===== src/sv/swmmm_pkg.sv =====
`timescale 1ns / 1ps

package swmmm_pkg;

    localparam int SAMPLE_W   = 32;
    localparam int HELD_W     = 5;
    localparam int WINDOW_DEF = 20;

    // result packing, lowest bit first
    localparam int AVG_LSB  = 0;
    localparam int MIN_LSB  = AVG_LSB + SAMPLE_W;
    localparam int MAX_LSB  = MIN_LSB + SAMPLE_W;
    localparam int HELD_LSB = MAX_LSB + SAMPLE_W;
    localparam int RES_W    = HELD_LSB + HELD_W;
    localparam int OUT_W    = ((RES_W + 7) / 8) * 8;

    typedef enum logic [2:0] {
        ST_IDLE,
        ST_RD_OLD,
        ST_UPDATE,
        ST_SCAN,
        ST_SCAN_TAIL,
        ST_DIV,
        ST_DONE
    } state_t;

    typedef struct packed {
        logic load_sample;
        logic rd_old;
        logic update;
        logic scan_init;
        logic scan_rd;
        logic div_init;
        logic div_step;
        logic out_load;
    } cmd_t;

    typedef struct packed {
        logic scan_last;
        logic div_last;
    } status_t;

endpackage


===== src/sv/swmmm_datapath.sv =====
`timescale 1ns / 1ps

module swmmm_datapath #(
    parameter int WINDOW = swmmm_pkg::WINDOW_DEF
) (
    input  logic                          clk,
    input  logic                          rst_n,
    input  swmmm_pkg::cmd_t               cmd,
    output swmmm_pkg::status_t            status,
    input  logic [swmmm_pkg::SAMPLE_W-1:0] sample,
    output logic [swmmm_pkg::SAMPLE_W-1:0] average,
    output logic [swmmm_pkg::SAMPLE_W-1:0] smallest,
    output logic [swmmm_pkg::SAMPLE_W-1:0] largest,
    output logic [swmmm_pkg::HELD_W-1:0]   held
);

    localparam int SW  = swmmm_pkg::SAMPLE_W;
    localparam int AW  = (WINDOW > 1) ? $clog2(WINDOW) : 1;
    localparam int CW  = $clog2(WINDOW + 1);
    localparam int TW  = SW + CW;
    localparam int DCW = $clog2(TW);

    logic [SW-1:0]  mem [WINDOW];
    logic [SW-1:0]  rdata_reg;
    logic [AW-1:0]  rd_addr;

    logic [SW-1:0]  sample_reg;
    logic [AW-1:0]  slot_reg;
    logic [CW-1:0]  count_reg;
    logic [TW-1:0]  total_reg;
    logic [AW-1:0]  scan_idx_reg;
    logic           scan_pend_reg;
    logic           scan_first_reg;
    logic [SW-1:0]  lo_reg;
    logic [SW-1:0]  hi_reg;
    logic [TW-1:0]  quo_reg;
    logic [CW-1:0]  rem_reg;
    logic [DCW-1:0] div_cnt_reg;
    logic [SW-1:0]  avg_out_reg;
    logic [SW-1:0]  lo_out_reg;
    logic [SW-1:0]  hi_out_reg;
    logic [swmmm_pkg::HELD_W-1:0] held_out_reg;

    logic           full;
    logic [TW-1:0]  total_next;
    logic [CW:0]    trial;
    logic           trial_ge;
    logic [CW:0]    trial_diff;

    assign full    = (count_reg == CW'(WINDOW));
    assign rd_addr = cmd.rd_old ? slot_reg : scan_idx_reg;

    // old sample is only meaningful once the window is full
    assign total_next = total_reg + TW'(sample_reg)
                      - (full ? TW'(rdata_reg) : TW'(0));

    assign trial      = {rem_reg, quo_reg[TW-1]};
    assign trial_ge   = (trial >= {1'b0, count_reg});
    assign trial_diff = trial - {1'b0, count_reg};

    assign status.scan_last = (CW'(scan_idx_reg) == count_reg - CW'(1));
    assign status.div_last  = (div_cnt_reg == DCW'(TW - 1));

    // ring store, registered read
    always_ff @(posedge clk)
    begin
        if (cmd.update)
        begin
            mem[slot_reg] <= sample_reg;
        end
        rdata_reg <= mem[rd_addr];
    end

    always_ff @(posedge clk or negedge rst_n)
    begin
        if (!rst_n)
        begin
            slot_reg      <= '0;
            count_reg     <= '0;
            total_reg     <= '0;
            scan_idx_reg  <= '0;
            scan_pend_reg <= 1'b0;
        end
        else
        begin
            scan_pend_reg <= cmd.scan_rd;
            if (cmd.update)
            begin
                total_reg <= total_next;
                if (!full)
                begin
                    count_reg <= count_reg + CW'(1);
                end
                slot_reg <= (slot_reg == AW'(WINDOW - 1)) ? '0 : slot_reg + AW'(1);
            end
            if (cmd.scan_init)
            begin
                scan_idx_reg <= '0;
            end
            else if (cmd.scan_rd)
            begin
                scan_idx_reg <= scan_idx_reg + AW'(1);
            end
        end
    end

    always_ff @(posedge clk)
    begin
        if (cmd.load_sample)
        begin
            sample_reg <= sample;
        end
        if (cmd.scan_init)
        begin
            scan_first_reg <= 1'b1;
        end
        else if (scan_pend_reg)
        begin
            scan_first_reg <= 1'b0;
        end
        if (scan_pend_reg)
        begin
            if (scan_first_reg || rdata_reg < lo_reg)
            begin
                lo_reg <= rdata_reg;
            end
            if (scan_first_reg || rdata_reg > hi_reg)
            begin
                hi_reg <= rdata_reg;
            end
        end
        // restoring divide, one quotient bit per cycle
        if (cmd.div_init)
        begin
            quo_reg     <= total_reg;
            rem_reg     <= '0;
            div_cnt_reg <= '0;
        end
        else if (cmd.div_step)
        begin
            quo_reg     <= {quo_reg[TW-2:0], trial_ge};
            rem_reg     <= trial_ge ? trial_diff[CW-1:0] : trial[CW-1:0];
            div_cnt_reg <= div_cnt_reg + DCW'(1);
        end
        if (cmd.out_load)
        begin
            avg_out_reg  <= quo_reg[SW-1:0];
            lo_out_reg   <= lo_reg;
            hi_out_reg   <= hi_reg;
            held_out_reg <= swmmm_pkg::HELD_W'(count_reg);
        end
    end

    assign average  = avg_out_reg;
    assign smallest = lo_out_reg;
    assign largest  = hi_out_reg;
    assign held     = held_out_reg;

endmodule


===== src/sv/swmmm_ctrl.sv =====
`timescale 1ns / 1ps

module swmmm_ctrl (
    input  logic                clk,
    input  logic                rst_n,
    input  logic                s_tvalid,
    output logic                s_tready,
    output logic                m_tvalid,
    input  logic                m_tready,
    input  swmmm_pkg::status_t  status,
    output swmmm_pkg::cmd_t     cmd
);

    swmmm_pkg::state_t state_reg;
    swmmm_pkg::state_t state_next;
    logic              out_valid_reg;
    logic              out_valid_next;

    always_ff @(posedge clk or negedge rst_n)
    begin
        if (!rst_n)
        begin
            state_reg     <= swmmm_pkg::ST_IDLE;
            out_valid_reg <= 1'b0;
        end
        else
        begin
            state_reg     <= state_next;
            out_valid_reg <= out_valid_next;
        end
    end

    always_comb
    begin
        state_next = state_reg;
        cmd        = '0;
        s_tready   = 1'b0;
        unique case (state_reg)
            swmmm_pkg::ST_IDLE:
            begin
                s_tready = 1'b1;
                if (s_tvalid)
                begin
                    cmd.load_sample = 1'b1;
                    state_next      = swmmm_pkg::ST_RD_OLD;
                end
            end
            swmmm_pkg::ST_RD_OLD:
            begin
                cmd.rd_old = 1'b1;
                state_next = swmmm_pkg::ST_UPDATE;
            end
            swmmm_pkg::ST_UPDATE:
            begin
                cmd.update    = 1'b1;
                cmd.scan_init = 1'b1;
                state_next    = swmmm_pkg::ST_SCAN;
            end
            swmmm_pkg::ST_SCAN:
            begin
                cmd.scan_rd = 1'b1;
                if (status.scan_last)
                begin
                    state_next = swmmm_pkg::ST_SCAN_TAIL;
                end
            end
            swmmm_pkg::ST_SCAN_TAIL:
            begin
                // last scan word is compared this cycle
                cmd.div_init = 1'b1;
                state_next   = swmmm_pkg::ST_DIV;
            end
            swmmm_pkg::ST_DIV:
            begin
                cmd.div_step = 1'b1;
                if (status.div_last)
                begin
                    state_next = swmmm_pkg::ST_DONE;
                end
            end
            swmmm_pkg::ST_DONE:
            begin
                if (!out_valid_reg || m_tready)
                begin
                    cmd.out_load = 1'b1;
                    state_next   = swmmm_pkg::ST_IDLE;
                end
            end
            default:
            begin
                state_next = swmmm_pkg::ST_IDLE;
            end
        endcase
    end

    always_comb
    begin
        out_valid_next = out_valid_reg;
        if (cmd.out_load)
        begin
            out_valid_next = 1'b1;
        end
        else if (m_tready)
        begin
            out_valid_next = 1'b0;
        end
    end

    assign m_tvalid = out_valid_reg;

endmodule


===== src/sv/sliding_window_mean_min_max.sv =====
`timescale 1ns / 1ps
// From accept to result valid: a WINDOW-independent setup, then the ring scan and
//   the divide. A new request is taken only once the last result is loaded.
// The work is paced by the one-port ring scan (one sample a cycle) and the
//   one-bit-per-cycle restoring divider.
// A result waiting in the output register does not block the next request.
// Reset (rst_n, async, active low) empties the window; ring contents stay undefined.

module sliding_window_mean_min_max #(
    parameter int WINDOW = swmmm_pkg::WINDOW_DEF
) (
    input  logic                        clk,
    input  logic                        rst_n,
    input  logic                        s_tvalid,
    output logic                        s_tready,
    input  logic [31:0]                 s_tdata,   // sample[31:0]
    output logic                        m_tvalid,
    input  logic                        m_tready,
    output logic [swmmm_pkg::OUT_W-1:0] m_tdata    // average, smallest, largest, held, pad
);

    swmmm_pkg::cmd_t    cmd;
    swmmm_pkg::status_t status;

    logic [swmmm_pkg::SAMPLE_W-1:0] average;
    logic [swmmm_pkg::SAMPLE_W-1:0] smallest;
    logic [swmmm_pkg::SAMPLE_W-1:0] largest;
    logic [swmmm_pkg::HELD_W-1:0]   held;

    swmmm_ctrl u_ctrl (
        .clk      (clk),
        .rst_n    (rst_n),
        .s_tvalid (s_tvalid),
        .s_tready (s_tready),
        .m_tvalid (m_tvalid),
        .m_tready (m_tready),
        .status   (status),
        .cmd      (cmd)
    );

    swmmm_datapath #(
        .WINDOW (WINDOW)
    ) u_datapath (
        .clk      (clk),
        .rst_n    (rst_n),
        .cmd      (cmd),
        .status   (status),
        .sample   (s_tdata),
        .average  (average),
        .smallest (smallest),
        .largest  (largest),
        .held     (held)
    );

    assign m_tdata = swmmm_pkg::OUT_W'({held, largest, smallest, average});

endmodule


===== config.mk =====
export PLATFORM = sky130hd
export DESIGN_NAME = sliding_window_mean_min_max
export DESIGN_NICKNAME = d
export VERILOG_FILES = /design/src/sv/swmmm_pkg.sv /design/src/sv/swmmm_datapath.sv /design/src/sv/swmmm_ctrl.sv /design/src/sv/sliding_window_mean_min_max.sv
export SDC_FILE = /design/constraint.sdc
export NUM_CORES = 1
export LEC_CHECK = 0
export BUFFER_PORTS_ARGS = -buffer_cell sky130_fd_sc_hd__buf_2
export CORE_MARGIN = 1
export CORE_UTILIZATION = 56
export CTS_CLUSTER_DIAMETER = 50
export DETAILED_ROUTE_END_ITERATION = 10
export GPL_ROUTABILITY_DRIVEN = 0
export PLACE_DENSITY = 0.81
export SYNTH_ARGS = -nofsm -noshare
export SYNTH_HDL_FRONTEND = slang
export SYNTH_HIERARCHICAL = 1
export SYNTH_SLANG_ARGS = --single-unit
export TNS_END_PERCENT = 50

===== constraint.sdc =====
create_clock -name clk -period 4.78 [get_ports clk]
set_input_delay 0.239 -clock clk [delete_from_list [all_inputs] [get_ports clk]]
set_output_delay 0.239 -clock clk [all_outputs]
set_load 0.05 [all_outputs]

[After elaboration in Yosys (flattened, before gate mapping)]
Memories as Yosys holds them, arrays and structs flattened. A register that Yosys moved wholly into a read port is not among the register bits.
Cells that the tools add are included.
Word-level totals
  bits of input ports: 36
  bits in writable memories: 640
  flip-flop bits (word level): 303
  memories kept: 1
Memories
  u_datapath.mem: depth 20, width 32, rd ports 1, clocked after memory_dff 1, wr ports 1, RTL line swmmm_datapath.sv:23  | logic [SW-1:0] mem [WINDOW];
Operators by class
  order comparisons: 3
  bitwise gates (word level): 1
  reductions and logical operators: 12
  add/subtract/negate cells: 8
  equality and inequality tests: 14
  muxes and demuxes: 27
Operator list (number)
  two-way mux 37 bit: 2
  adder 37 x 32 -> 37 bit: 1
  subtractor 37 bit: 1
  greater-than comparator 32 bit: 1
  < comparator 32 bit: 1
  two-way mux 32 bit: 1
  two-way mux 5 bit: 5
  one-hot mux 3 bit (7 select lines): 1
  adder 5 x 1 -> 5 bit (second input constant): 3
  two-way mux 1 bit: 13
  two-way mux 3 bit: 4
  equality test 5 bit (second input constant): 2
  equality test 3 bit (second input constant): 3
  adder 6 x 1 -> 6 bit (second input constant): 1
  equality test 3 x 2 -> 1 bit (second input constant): 2
  equality test 6 bit (second input constant): 1
  greater-or-equal comparator 6 x 5 -> 1 bit: 1
  inequality test 2 bit (second input constant): 3
  AND reduction 2 bit: 3
  nonzero test 2 bit: 3
  equality test 5 bit: 1
  subtractor 5 x 1 -> 5 bit (second input constant): 1
  subtractor 5 bit: 1
  AND reduction 4 bit: 1
  7 further kinds: 9

[Longest topological paths before layout]
  word-level depth: 5
  mapped depth: 18
  depth with buffers taken out: 17

[Hierarchy]
The synthesis kept the hierarchy.
Modules (own cells, without submodules)
  swmmm_datapath: cells an instance 2484, area each 40615.2 um^2, sequential area each 28452.3 um^2, instances 1
  swmmm_ctrl: cells an instance 33, area each 295.3 um^2, sequential area each 100.1 um^2, instances 1
  sliding_window_mean_min_max: cells an instance 4, area each 26.3 um^2, sequential area each 0.0 um^2, instances 1

[Worst setup path after synthesis]
No wires, ideal clock.
  kind: reg2reg
  from: reg u_ctrl.state_reg[2]
  to: mem u_datapath/mem[3][0] (netlist name) (enable)
  slack: 0.356 ns
  path buffers: 3
  period minus slack after synthesis: 4.424 ns
  stages on the path, launching flop included: 9
  data arrival time: 3.963 ns
  cell sequence: dfrtp_1 > buf_6 > nand2b_4 > nor2_1 > buf_4 > clkbuf_1 > nand2_1 > or2_2 > nor3_1
RTL lines
  from (decl): RTL line swmmm_ctrl.sv:14  | swmmm_pkg::state_t state_reg;
  from (signal assigned): RTL line swmmm_ctrl.sv:23  | state_reg <= swmmm_pkg::ST_IDLE;
  from (signal assigned): RTL line swmmm_ctrl.sv:28  | state_reg <= state_next;
  to (decl): RTL line swmmm_datapath.sv:23

[Final worst setup path]
  from: reg u_datapath.count_reg[1]
  to: reg u_datapath.total_reg[36]
Between the ends
  cells in the longest elaborated chain, start to end: 3
RTL lines
  from (decl): RTL line swmmm_datapath.sv:29  | logic [CW-1:0] count_reg;
  from (signal assigned): RTL line swmmm_datapath.sv:92  | count_reg <= count_reg + CW'(1);
  equality test 5 bit: RTL line swmmm_datapath.sv:50  | assign full = (count_reg == CW'(WINDOW));
  two-way mux 32 bit: RTL line swmmm_datapath.sv:55  | - (full ? TW'(rdata_reg) : TW'(0));
  subtractor 37 bit: RTL line swmmm_datapath.sv:55
  to (signal assigned): RTL line swmmm_datapath.sv:89  | total_reg <= total_next;
  to (decl): RTL line swmmm_datapath.sv:30  | logic [TW-1:0] total_reg;
No other way between the ends.
A chain may end at the register's enable or synchronous reset.

==> PnR_summary.wiki <==
{| class="wikitable"
! Metric !! Value
|-
| Worst reg2reg path endpoint || u_datapath/total_reg[36]$_DFFE_PN0P_
|-
| Proportion of synthesized flip-flops having asynchronous set or reset || a little under 6%
|-
| Total vias in the final route || 23.1k
|-
| Count of TritonRoute iterations in the first routing pass || 5
|-
| Gr usage total || 26.2%
|-
| Flip-flop count of the largest register after layout || between 600 and 700
|-
| Smallest setup slack after layout || 0.279 ns
|-
| Core occupancy in the finished layout || about 65%
|-
| Total power divided by cell area || 682 nW/µm²
|-
| Cell type contributing the most total cell area after synthesis || edfxtp_1
|-
| Remaining number of nets flagged by the antenna check after routing || 0
|-
| Area share of the largest cell type after synthesis || between 60 and 70%
|-
| Worst slack at placement || 0.313 ns
|-
| Detailed placer's ending HPWL || just under 60 mm
|-
| Nature of the critical path startpoint || flop
|-
| Worst stage delay on the critical path || around 0.55 ns
|-
| Period Utilization, post-route || 94.2%
|-
| Die footprint || 74200 µm²
|-
| Quantity of gates resized following cts || 0
|-
| Number of distinct library cells after synthesis || 83
|-
| Post-placement cell area || 43200 µm²
|-
| DRT iter0 DRCs || 2680
|-
| Dominant cells by area after synthesis || edfxtp_1, mux4_2, ha_1
|-
| Setup repair after global routing missed its margin || no
|-
| Floorplan row count || 98
|-
| Number of top-level pins || 142
|-
| Most frequently used flop master after synthesis || edfxtp_1
|-
| Largest family of logic cells by synthesized area || multiplexers
|-
| Post-synthesis share of cell area spent on xor and xnor gates || 0.963%
|-
| Fin nets || 2950
|-
| Synth Area in Adders || 5.13%
|-
| Maximum root-to-sink buffer count || 3
|-
| Sum of routed wire length over all layers || 96.3 mm
|-
| Peak supply drop || about 380 µV
|-
| Number of hold buffers added after CTS || 35
|-
| Most numerous cell on the critical path || fa_1
|-
| Fraction of synthesized area in multiplexers || between 10% and 20%
|-
| Flip-flop and latch area || 28600 µm²
|-
| Number of synthesized flops with an enable pin || 874
|-
| Maximum number of pins on one net before global-route repair || 70
|-
| Wirelength per Cell || 25.3 µm
|-
| Multi-input combinational cell area || 11300 µm²
|-
| Complex-gate fraction of the synthesized area || 4.28%
|-
| Worst R2R Setup Slack || 0.28 ns
|-
| Via density || 6.08
|-
| Later-pin clock latency in the skew report || roughly 0.68 ns
|-
| Netlist area before placement || slightly above 40000 µm²
|-
| Slew Viols, Final || 0
|-
| Capturing element of the worst setup path || u_datapath/total_reg[36]$_DFFE_PN0P_
|-
| Average cell area after synthesis || between 15 and 20 µm²
|-
| Placeable Area || 71900 µm²
|-
| Status || finished clean
|-
| Hold Slack || 0.271 ns
|-
| Simple logic cell fraction of the synthesized area || around 6%
|-
| Hold path cells || 2
|-
| Critical-path top delay cell || a2111oi_2
|-
| R2r startpoint || u_datapath/count_reg[1]$_DFFE_PN0P_
|-
| Worst slew slack as a fraction of its limit || 21.9%
|-
| Setup violators final || 0
|-
| Fill cell instance count of the final layout || roughly 4.7k
|-
| Post-Route Setup TNS || 0 ns
|-
| LEAKAGE || between 0.015 and 0.02 µW
|-
| Number of H-tree levels || 3
|-
| Die Width || 272 µm
|-
| Cts bufs inserted || 99
|-
| Clk pin slew, worst setup/hold paths || 0.06 ns
|-
| Number of endpoints with negative hold slack in the final report || 0
|-
| Peak Freq || 222 MHz
|-
| Y dimension of the die || roughly 270 µm
|-
| Kind of end point of the critical path || flop
|-
| Number of DRC violations after detailed routing || 0
|-
| Clock tree from TritonCTS || yes
|-
| Cell-by-cell trace of the critical path || inv_1 > ha_1 > nand2_1 > nor3_2 > buf_4 > and2_1 > fa_1 > fa_1 > nand2b_1 > a21oi_2 > o211a_1 > o31ai_2 > a2111oi_2 > nor4b_2 > o2111ai_1 > nand4_1
|-
| Wire length of the first global-routing pass || 143 mm
|-
| Setup crit start || u_datapath/count_reg[1]$_DFFE_PN0P_
|-
| Arrival time reported for the critical path endpoint || 5.03 ns
|-
| Category of the critical setup timing path || reg2reg
|-
| Max-cap check violation count || 0
|-
| Initial standard-cell utilization of the core || ~57%
|-
| Post-route cell area || around 47000 µm²
|-
| Quantity of I/O buffers inserted on ports || around 140
|-
| Count of mapped cells out of synthesis || between 2k and 3k
|-
| Number of warnings issued by yosys || 6
|-
| Total gr overflow || 0
|-
| Fin crit period || 4.50 ns
|-
| Area overhead of the layout relative to synthesis || 14.5%
|-
| Tightest Pin Transition || 1.15 ns
|-
| Hold Path Class || in2reg
|-
| Proportion of synthesized chip area in sequential cells || a little over two thirds
|-
| Post-synthesis sequential element count || 975
|-
| Max FO, Critical Path || 33
|-
| Share of final-layout standard cells stronger than drive strength 1 || between 20% and 30%
|-
| Sinks on the clock net || 975
|-
| Data required, critical path || 5.31 ns
|-
| Number of global-route vias before repair || ~24k
|-
| Clock tree skew after final layout || 0.0391 ns
|-
| Root Buffer || clkbuf_16
|-
| Postcts setup bufs || 0
|-
| Antenna violations before repair || 5
|-
| Length in cells of the worst reg-to-reg path || 16
|}
==> layout by cell type, fill, tap and decap left out, types with 20 or more instances in the layout <==
cell	n
dfxtp_1	44
nand4_1	24
o21ai_1	70
a21oi_1	57
xnor2_1	31
fa_1	33
o21ai_0	44
ha_1	115
edfxtp_1	874
buf_4	62
inv_1	219
mux2_2	39
a21o_1	38
nand3_1	58
clkbuf_16	100
and2_1	34
mux4_2	160
nand2_1	259
clkinv_2	20
dfrtp_1	57
nor2_1	50
buf_2	138
dlygate4sd3_1	35
==> logic make-up after synthesis <==
kind of cell,after synthesis
flip-flops,975
AND/OR/NAND/NOR,531
buffers and inverters,323
AO/OA/AOI/OAI,275
multiplexers,223
adder cells (fa/ha/maj),148
XOR/XNOR,45
other,1
==> synthesized netlist by cell type (6+ instances only) <==
cell / number
buf_2: 24
buf_6: 12
ha_1: 115
buf_1: 9
nor2b_1: 8
nor3_1: 22
xnor2_1: 31
nand3_1: 58
nand2_1: 259
inv_1: 219
mux4_2: 160
mux2i_1: 22
a21o_1: 38
nand2b_1: 17
and2_1: 35
dfrtp_1: 57
xor2_1: 14
fa_1: 33
a211oi_1: 8
and3_1: 6
mux2_2: 39
a21oi_1: 58
edfxtp_1: 874
clkbuf_1: 49
o21a_1: 8
dfxtp_1: 44
nor2_1: 64
o21ai_1: 70
buf_4: 8
o21ai_0: 44
nand4_1: 24
==> stage by stage <==
step                cells  total power [µW]
global route         3801             33500
floorplan            2523             20600
finish               3805             31900
detailed placement   3580             24100
global placement     3580             23600
CTS                  3801             31900
==> worst min path at each step <==
stage                startpoint                             endpoint
floorplan                 rst_n          u_ctrl/m_tvalid$_DFFE_PN0P_
global placement    s_tdata[17]  u_datapath/sample_reg[17]$_DFFE_PP_
detailed placement  s_tdata[22]  u_datapath/sample_reg[22]$_DFFE_PP_
CTS                  s_tdata[6]   u_datapath/sample_reg[6]$_DFFE_PP_
global route        s_tdata[19]  u_datapath/sample_reg[19]$_DFFE_PP_
finish               s_tdata[6]   u_datapath/sample_reg[6]$_DFFE_PP_
==> power breakdown <==
| group | internal (µW) | switching [µW] |
|---|---|---|
| combinational | 5020 | 6950 |
| clock | 4430 | 3310 |
| sequential | 10900 | 1290 |
| total | 20400 | 11600 |
==> metal layers <==
metal | up-vias | part of all wire, % | global-route usage, %
li1 | 9926 | - | -
met1 | 11600 | 37 | 33.2
met2 | 1275 | 49 | 43.3
met3 | 280 | 9.1 | 4.48
met4 | 6 | 5.5 | 14.2
met5 | - | 0.038 | 0
==> critical path, delay by kind of cell, from the launching register on <==
kind                     cells  cell delay [ns]
flip-flops                   1             0.45
buffers and inverters        2             0.48
adder cells (fa/ha/maj)      3             1.11
AND/OR/NAND/NOR              6             0.89
AO/OA/AOI/OAI                5             1.42
==> final cells by class <==
| type | instances | share of cell area [%] |
|---|---|---|
| well taps | 950 | 2.54 |
| repair buffers | 245 | 3.64 |
| multi-input cells | 1225 | 24.0 |
| clock buffers | 124 | 5.66 |
| clock inverters | 62 | 1.40 |
| inverters | 220 | 1.76 |
| diodes | 4 | 0.0214 |
| flip-flops and latches | 975 | 60.9 |
Note: power is estimated with default switching activity, not from simulation.
